## config.mk

```make
export PLATFORM = sky130hd
export DESIGN_NAME = pip_front
export DESIGN_NICKNAME = d
export VERILOG_FILES = /design/src/hw/rtl/pip_pkg.sv /design/src/hw/rtl/pip_front.sv
export VERILOG_INCLUDE_DIRS = /design/src /design/src/hw/rtl
export SDC_FILE = /design/constraint.sdc
export NUM_CORES = 1
export LEC_CHECK = 0
export ABC_AREA = 1
export BUFFER_PORTS_ARGS = -buffer_cell sky130_fd_sc_hd__buf_2
export CELL_PAD_IN_SITES_DETAIL_PLACEMENT = 2
export CELL_PAD_IN_SITES_GLOBAL_PLACEMENT = 2
export CORE_ASPECT_RATIO = 1.75
export CORE_MARGIN = 1.5
export CORE_UTILIZATION = 35
export CTS_CLUSTER_SIZE = 40
export DETAILED_ROUTE_END_ITERATION = 8
export GPL_ROUTABILITY_DRIVEN = 1
export PLACE_DENSITY = 0.88
export SYNTH_ARGS = -nofsm -noshare
export SYNTH_HDL_FRONTEND = slang
export SYNTH_SLANG_ARGS = --single-unit
```

## constraint.sdc

```tcl
create_clock -name clk -period 6.7 [get_ports clk]
set_clock_uncertainty 0.1 [all_clocks]
set_input_delay 0.335 -clock clk [delete_from_list [all_inputs] [get_ports clk]]
set_output_delay 0.335 -clock clk [all_outputs]
set_load 0.03 [all_outputs]
```

## src/hw/rtl/point_in_polygon_filter_assert.svh

```systemverilog
// Assertion macros for the point-in-polygon filter.
`ifndef POINT_IN_POLYGON_FILTER_ASSERT_SVH
`define POINT_IN_POLYGON_FILTER_ASSERT_SVH
`ifndef SYNTHESIS
`define PIP_ASSERT(label, clk, rst_n, prop, msg) \
    label: assert property (@(posedge clk) disable iff (!rst_n) prop) else $error(msg);
`define PIP_ASSERT_NEVER(label, clk, rst_n, expr, msg) \
    label: assert property (@(posedge clk) disable iff (!rst_n) !(expr)) else $error(msg);
`else
`define PIP_ASSERT(label, clk, rst_n, prop, msg)
`define PIP_ASSERT_NEVER(label, clk, rst_n, expr, msg)
`endif
`endif

```

## src/hw/rtl/pip_pkg.sv

```systemverilog
// ----------------------------------------------------------------------------
// pip_pkg
// Shared types and constants of the point-in-polygon filter.
// ----------------------------------------------------------------------------
`timescale 1ns / 1ps
package pip_pkg;
    localparam int MaxVertices = 16;
    localparam int IdxW = $clog2(MaxVertices);
    localparam int SizeW = 5;
    localparam int CoordW = 32;
    localparam int QDepth = 2;

    localparam logic CMD_LOAD = 1'b0;
    localparam logic CMD_TEST = 1'b1;

    typedef enum logic [1:0] {
        ST_IDLE,
        ST_EDGE,
        ST_MUL,
        ST_DONE
    } eng_state_t;

    // One test point waiting in the queue.
    typedef struct packed {
        logic signed [CoordW-1:0] x;
        logic signed [CoordW-1:0] y;
        logic signed [CoordW-1:0] z;
    } point_t;

    typedef struct packed {
        logic valid;
        logic stall;
    } hs_t;
endpackage

```

## src/hw/rtl/pip_front.sv

```systemverilog
// ----------------------------------------------------------------------------
// pip_front
// Accepts transactions, writes vertex loads, queues test points.
// ----------------------------------------------------------------------------
`timescale 1ns / 1ps
`include "point_in_polygon_filter_assert.svh"
module pip_front (
    input  logic                               clk,
    input  logic                               rst_n,
    input  logic                               valid,
    output logic                               stall,
    input  logic                               cmd,
    input  logic [pip_pkg::IdxW-1:0]           vertex_index,
    input  logic signed [pip_pkg::CoordW-1:0]  coord_x,
    input  logic signed [pip_pkg::CoordW-1:0]  coord_y,
    input  logic signed [pip_pkg::CoordW-1:0]  coord_z,
    output logic                               vwr_en,
    output logic [pip_pkg::IdxW-1:0]           vwr_idx,
    output logic signed [pip_pkg::CoordW-1:0]  vwr_x,
    output logic signed [pip_pkg::CoordW-1:0]  vwr_y,
    output pip_pkg::point_t                    q_pt,
    output pip_pkg::hs_t                       q_hs_o,
    input  logic                               q_pop
);
    import pip_pkg::*;

    point_t q_mem_reg [QDepth];
    logic q_wp_reg, q_rp_reg;
    logic [1:0] q_cnt_reg;
    logic acc, push, busy;

    // Loads wait while tests are queued so that a test sees earlier loads only.
    assign busy   = (q_cnt_reg != 2'd0);
    assign stall  = (cmd == CMD_LOAD) ? busy : (q_cnt_reg == 2'(QDepth));
    assign acc    = valid && !stall;
    assign push   = acc && (cmd == CMD_TEST);
    assign vwr_en = acc && (cmd == CMD_LOAD);
    assign vwr_idx = vertex_index;
    assign vwr_x = coord_x;
    assign vwr_y = coord_y;
    assign q_pt = q_mem_reg[q_rp_reg];
    assign q_hs_o.valid = busy;
    assign q_hs_o.stall = stall;

    always_ff @(posedge clk)
    begin
        if (push)
        begin
            q_mem_reg[q_wp_reg] <= '{x: coord_x, y: coord_y, z: coord_z};
        end
    end

    always_ff @(posedge clk or negedge rst_n)
    begin
        if (!rst_n)
        begin
            q_wp_reg <= 1'b0;
            q_rp_reg <= 1'b0;
            q_cnt_reg <= 2'd0;
        end
        else
        begin
            if (push)
            begin
                q_wp_reg <= ~q_wp_reg;
            end
            if (q_pop)
            begin
                q_rp_reg <= ~q_rp_reg;
            end
            q_cnt_reg <= q_cnt_reg + 2'(push) - 2'(q_pop);
        end
    end

    `PIP_ASSERT_NEVER(a_no_pop_empty, clk, rst_n, q_pop && q_cnt_reg == 2'd0, "pop of empty queue")
    `PIP_ASSERT_NEVER(a_no_overflow, clk, rst_n, q_cnt_reg > 2'(QDepth), "queue overflow")
    `PIP_ASSERT(a_load_only_empty, clk, rst_n, vwr_en |-> q_cnt_reg == 2'd0, "load while queued")
endmodule

```

==> impl_metrics.ini, run 1 <==
[critical_path]
reg2regPathDepth = 4
r2r_slack_ps = 3490
cp-end-kind = flip-flop
crit_arrival_ps = 3170
startpoint_type = flip-flop
path_cells = o21ai_2 -> nand3_1 -> nor2_4 -> buf_4
worst-setup-path-type = reg -> reg
cp_slowest_cell = nor2_4
r2r-start = q_cnt_reg[1]
worstPathMaxFanout = 58
required_ps = 6660
r2r-end = q_mem_reg[0][30]
crit_path_max_incr_delay_ps = 970

[worst_hold_path]
hold_end = q_mem_reg[0][91]
min_from = coord_x[27]
hold_path.class = in -> reg
holdPathStages = 1

[cts]
cts_resized = 0
cts_root_buf = clkbuf_16
clkSlewWorstSetupHoldPaths_ps = 70
cts_htree_levels = 4
clk_latency_ps = 430
cts_buffers = 17
cts_tree = built
clockBufferDepth = 2
cts_num_sinks = 196

[grt]
antenna_found_initial = 0
grt_pass1_vias = 4927
grt-ovfl-total = 0
grt_usage = 0.183
grt_pass1_wl_um = 30200
grt_max_degree = 59

[power_and_ir_drop]
p_leak_nw = 3.95
total_power_mw = 3.90
vdd_drop_max_mv = 0.255
powerDensity_nw_per_um2 = 387

[timing]
timing.setup.tns_ps = 0
final-hold-violation-count = 0
period_needed_ps = 3210
fmax_mhz = 311
final_max_slew_viol_count = 0
slew_headroom = 0.219
tightest_slew_ps = 1170
fin_crit_sh = 0.480
setup_violations = 0
rsz0062_at_grt = false

[synthesis]
ys_ff_latch = 196
synth_fa_ha_area_frac = 0.00160
yosys.area.top_type = edfxtp_1
yosysSeqAreaShare = 0.752
syn_area_um2 = 7800
synth_top_family_by_area = multiplexers
synthMuxAreaShare = 0.153
synth_cells = 398
syn_area_per_cell_um2 = 19.6
synth_area_leaders = edfxtp_1 (74%), mux2_2 (9.5%), buf_4 (6.7%)
syn_nets = 504
synthSimpleGateAreaFrac = 0.00786
synth_top_cell_area_share = 0.739
synth-xor-area-share = 0.00225
synth_compound_area_frac = 0.00112
synth_warnings = 0
yosysUniqueCellTypes = 16

[layout]
area_delta_synth_final_pct = 29.0
fillCellCount = 2120
largest_reg_flops = 192
drive_gt1_frac = 0.586
nNetsFinal = 769
diodes = 0

[detailed_routing]
wl_per_cell_um = 21.5
via_per_inst = 4.43
dr.pass1.iters = 4
wirelength_um = 20900
drc_errors = 0
vias = 4307
drt_iter0_drc = 214
drtAntennaViolNets = 0

[floorplanning]
die_height_um = 200
core_area_um2 = 22000
initial_utilization = 0.355
dieArea_um2 = 23200
die_x_um = 116
rows = 72
boundaryPins = 273

[placed_design]
place_congestion = 0.753
port_buffers = 264
post-dp-hpwl_um = 14100

[status]
status = complete, no violations

[flow_run]
maxCapViolCount = 0
## cells by family (layout without fill, tap and decap cells)
logic type	after synthesis	after routing
flops	196	196
mux	96	96
buf+inv	88	366
simple gates	14	14
xor+xnor	2	2
fa+ha+maj	1	1
compound gates	1	1
## critical path: cells and delay by family (launching register included)
kind	cells	cell delay, ps
AND/OR/NAND/NOR	2	1250
buffers and inverters	1	780
flip-flops	1	420
AO/OA/AOI/OAI	1	190
## placed cells by master (no fill, tap or decap)
master         instances
nand3_1                2
inv_1                  7
dfrtp_1                3
ha_1                   1
buf_2                264
mux2_4                30
o21ai_2                1
clkinv_1               3
dlygate4sd3_1         60
mux2_2                66
nor2_4                 2
or2_2                  1
nand2_1                8
dfrtp_4                1
clkinv_4               1
edfxtp_1             192
nand3b_1               1
buf_4                  3
bufinv_16              1
clkinv_2               3
xor2_1                 2
inv_6                  2
clkbuf_16             17
clkbuf_1               1
clkinvlp_4             4
## worst max path at each step
stage | start | to | slack [ps] | depth (start not counted)
2_1_floorplan | q_cnt_reg[1] | q_mem_reg[0][0] | 1260 | 3
3_3_place_gp | cmd | q_mem_reg[1][28] | 3600 | 6
3_5_place_dp | cmd | q_mem_reg[1][93] | 3450 | 6
4_1_cts | q_cnt_reg[1] | q_mem_reg[0][88] | 3420 | 4
5_1_grt | q_cnt_reg[0] | q_mem_reg[0][30] | 3240 | 5
6_report | q_cnt_reg[1] | q_mem_reg[0][30] | 3490 | 4
## layout make-up
cell class	instances	area, µm²	share of cell area
sequential	196	5870	0.583
timing repair buffer	327	1940	0.193
multi-input combinational	114	1310	0.130
clock buffer	18	429	0.0427
tap	296	370	0.0368
clock inverter	14	113	0.0112
inverter	7	26.3	0.00261
## routing by layer
layer  part of all wire  vias to the layer above  wire length (µm)  track usage
met2               0.61                      160             12700        0.369
met5                  0                        -                 0            0
met1               0.32                     2164              6750        0.168
met3              0.040                       33               837       0.0374
li1                   -                     1950                 -            -
met4              0.028                        0               578       0.0762
## repair_timing
action / CTS / global route
hold buffers: 58 / 2
hold endpoints to repair: 115 / 2
buffers inserted: 0 / 0
## report_power, final
part           internal, mW  total, mW  switching, mW
Clock                 0.509      0.959          0.450
Combinational         0.492       1.35          0.863
Sequential             1.49       1.58         0.0895
## synth_stat cells
cell type and instances:
nand3_1 2, nor2_1 2, xor2_1 2, nand2_1 8
buf_2 6, mux2_2 66, o21ai_2 1, dfrtp_1 4
inv_1 7, ha_1 1, nand3b_1 1, buf_4 70
mux2_4 30, edfxtp_1 192, buf_6 5, or2_2 1
## stage by stage
step                std cells  worst slack, ps  utilization  instance area (µm²)  hold WS [ps]
floorplan                 398             1260            -                 7800         -60.6
global placement          880             3600        0.406                 8920          47.5
detailed placement        880             3450        0.406                 8920          55.0
CTS                       970             3420        0.457                10000         0.457
global route              972             3240        0.458                10100          1.13
finish                    972             3490        0.458                10100          18.6
Power figures use the tool's default switching activity.
==> run 2, diff against run 1 <==
--- a/config.mk
+++ b/config.mk
@@ -12,11 +12,11 @@
 export CELL_PAD_IN_SITES_GLOBAL_PLACEMENT = 2
 export CORE_ASPECT_RATIO = 1.75
 export CORE_MARGIN = 1.5
-export CORE_UTILIZATION = 35
+export CORE_UTILIZATION = 31
 export CTS_CLUSTER_SIZE = 40
 export DETAILED_ROUTE_END_ITERATION = 8
 export GPL_ROUTABILITY_DRIVEN = 1
-export PLACE_DENSITY = 0.88
+export PLACE_DENSITY = 0.83
 export SYNTH_ARGS = -nofsm -noshare
 export SYNTH_HDL_FRONTEND = slang
 export SYNTH_SLANG_ARGS = --single-unit
==> constraint.sdc (replaced) <==
create_clock -name clk -period 2.9 [get_ports clk]
set_clock_uncertainty 0.1 [all_clocks]
set_input_delay 0.145 -clock clk [delete_from_list [all_inputs] [get_ports clk]]
set_output_delay 0.145 -clock clk [all_outputs]
set_load 0.03 [all_outputs]
==> run 2 against run 1 <==
Against the previous run: sequential power increased by 130%; via count is 4.5% higher; register-to-register slack worse by 2800 ps; first-iteration DRC count decreased by 40%; core utilization decreased by 2.6 points.
==> impl_metrics.ini, run 2 (synthesized netlist as in run 1, its figures left out) <==
[status]
status = complete, no violations

[detailed_routing]
wl_per_cell_um = 20.3
drc_errors = 0
wirelength_um = 20900
via_per_inst = 4.36
dr.pass1.iters = 4
vias = 4500
drt_iter0_drc = 129
drtAntennaViolNets = 0

[critical_path]
r2r_slack_ps = 660
cp_num_buf_inv = 2
cp-end-kind = primary output
worst-setup-path-type = reg -> out
cp_slowest_cell = dfrtp_4
r2r-start = q_cnt_reg[1]
crit_path_start = q_rp_reg
crit_path_max_incr_delay_ps = 710
critical_path.top_delay_family = flip-flops
startpoint_type = flip-flop
crit_arrival_ps = 2110
worstPathMaxFanout = 41
path_cells = buf_12 -> mux2_2 -> buf_2
required_ps = 2650

[timing]
fmax_mhz = 425
fin_crit_sh = 0.811
slew_headroom = 0.589
setup_violations = 0
final-hold-violation-count = 0
fin_ws_ps = 547
rsz0062_at_grt = false
tightest_slew_ps = 616
period_needed_ps = 2350
finalHoldWorstSlack_ps = 190
final_max_slew_viol_count = 0

[worst_hold_path]
hold_path.class = in -> out
min_from = vertex_index[2]

[cts]
cts_tree = built
cts_buffers = 17
clockBufferDepth = 2
clkSlewWorstSetupHoldPaths_ps = 70
cts_num_sinks = 196
cts_resized = 0
cts_root_buf = clkbuf_16
cts_htree_levels = 4
clk_latency_ps = 450

[grt]
gr-usage-met3 = 0.0374
antenna_found_initial = 1
grt_pass1_wl_um = 30000
top_usage_layer = met2
grt_usage = 0.162
grt_pass1_vias = 5138
grt_use_met1 = 0.144
grt_util_met2 = 0.321
grt-ovfl-total = 0
grt_max_degree = 54

[floorplanning]
rows = 76
die_height_um = 213
core_area_um2 = 24600
initial_utilization = 0.317
boundaryPins = 273
dieArea_um2 = 26200
die_x_um = 123

[placed_design]
dp_slack_ps = 643
port_buffers = 264
post-dp-hpwl_um = 13400
place_congestion = 0.690

[layout]
final_cell_mix = buf_2 (264), edfxtp_1 (192), dlygate4sd3_1 (99)
drive_gt1_frac = 0.560
layout_commonest_cell = buf_2
area_delta_synth_final_pct = 36.2
fillCellCount = 2325
nNetsFinal = 811
largest_reg_flops = 192
fin_util = 0.431

[power_and_ir_drop]
vdd_drop_max_mv = 0.485
p_leak_nw = 4.19
powerDensity_nw_per_um2 = 876

[flow_run]
maxCapViolCount = 0
==> run 2: metrics by stage <==
| stage | instances | instance area, µm² | power, mW | setup TNS [ps] |
|---|---|---|---|---|
| finish | 1031 | 10600 | 9.31 | 0 |
| global route | 1030 | 10600 | 9.66 | 0 |
| CTS | 1030 | 10600 | 9.43 | 0 |
| detailed placement | 899 | 9020 | 6.86 | 0 |
| global placement | 899 | 9020 | 6.76 | 0 |
| floorplan | 398 | 7800 | 6.04 | -178510 |
==> run 2: power by group <==
part           internal [mW]  switching, mW  total, mW
Sequential              3.44          0.183       3.63
Clock                   1.36           1.06       2.42
Combinational           1.22           2.04       3.26
==> run 2: worst register-to-register path, cell delays in order, from the launching register on <==
cell	delay, ps
dfrtp_1	420
o21ai_2	200
nand3_1	290
nor2_4	560
buf_12	330
==> run 2: layout make-up <==
| cell class | instances | area (µm²) | share of cell area |
|---|---|---|---|
| timing repair buffer | 369 | 2420 | 0.228 |
| antenna | 1 | 2.50 | 0.000236 |
| tap | 312 | 390 | 0.0368 |
| clock inverter | 15 | 178 | 0.0167 |
| inverter | 7 | 26.3 | 0.00247 |
| sequential | 196 | 5870 | 0.553 |
| multi-input combinational | 114 | 1310 | 0.123 |
| clock buffer | 17 | 425 | 0.0401 |
==> run 2: final timing paths <==
| check | to | depth (start not counted) |
|---|---|---|
| worst max register to register | q_mem_reg[1][70] | 4 |
| worst min register to register | q_cnt_reg[0] | 1 |
| worst min-delay path | vwr_idx[2] | 0 |
| min in group asynchronous | q_cnt_reg[1] | 3 |
| max in group asynchronous | q_rp_reg | 3 |
| worst max-delay path | q_pt[50] | 3 |
==> run 2: per-layer routing <==
metal / vias up / share of wire
met5: - / 0
met4: 0 / 0.037
met3: 37 / 0.043
met2: 169 / 0.60
met1: 2241 / 0.31
li1: 2053 / -
==> run 2: timing repair <==
| action | CTS | global route |
|---|---|---|
| endpoints found under the setup margin | 0 | 0 |
| setup buffers | 0 | 0 |
| hold buffers | 99 | 0 |
| endpoints found under the hold margin | 198 | 0 |
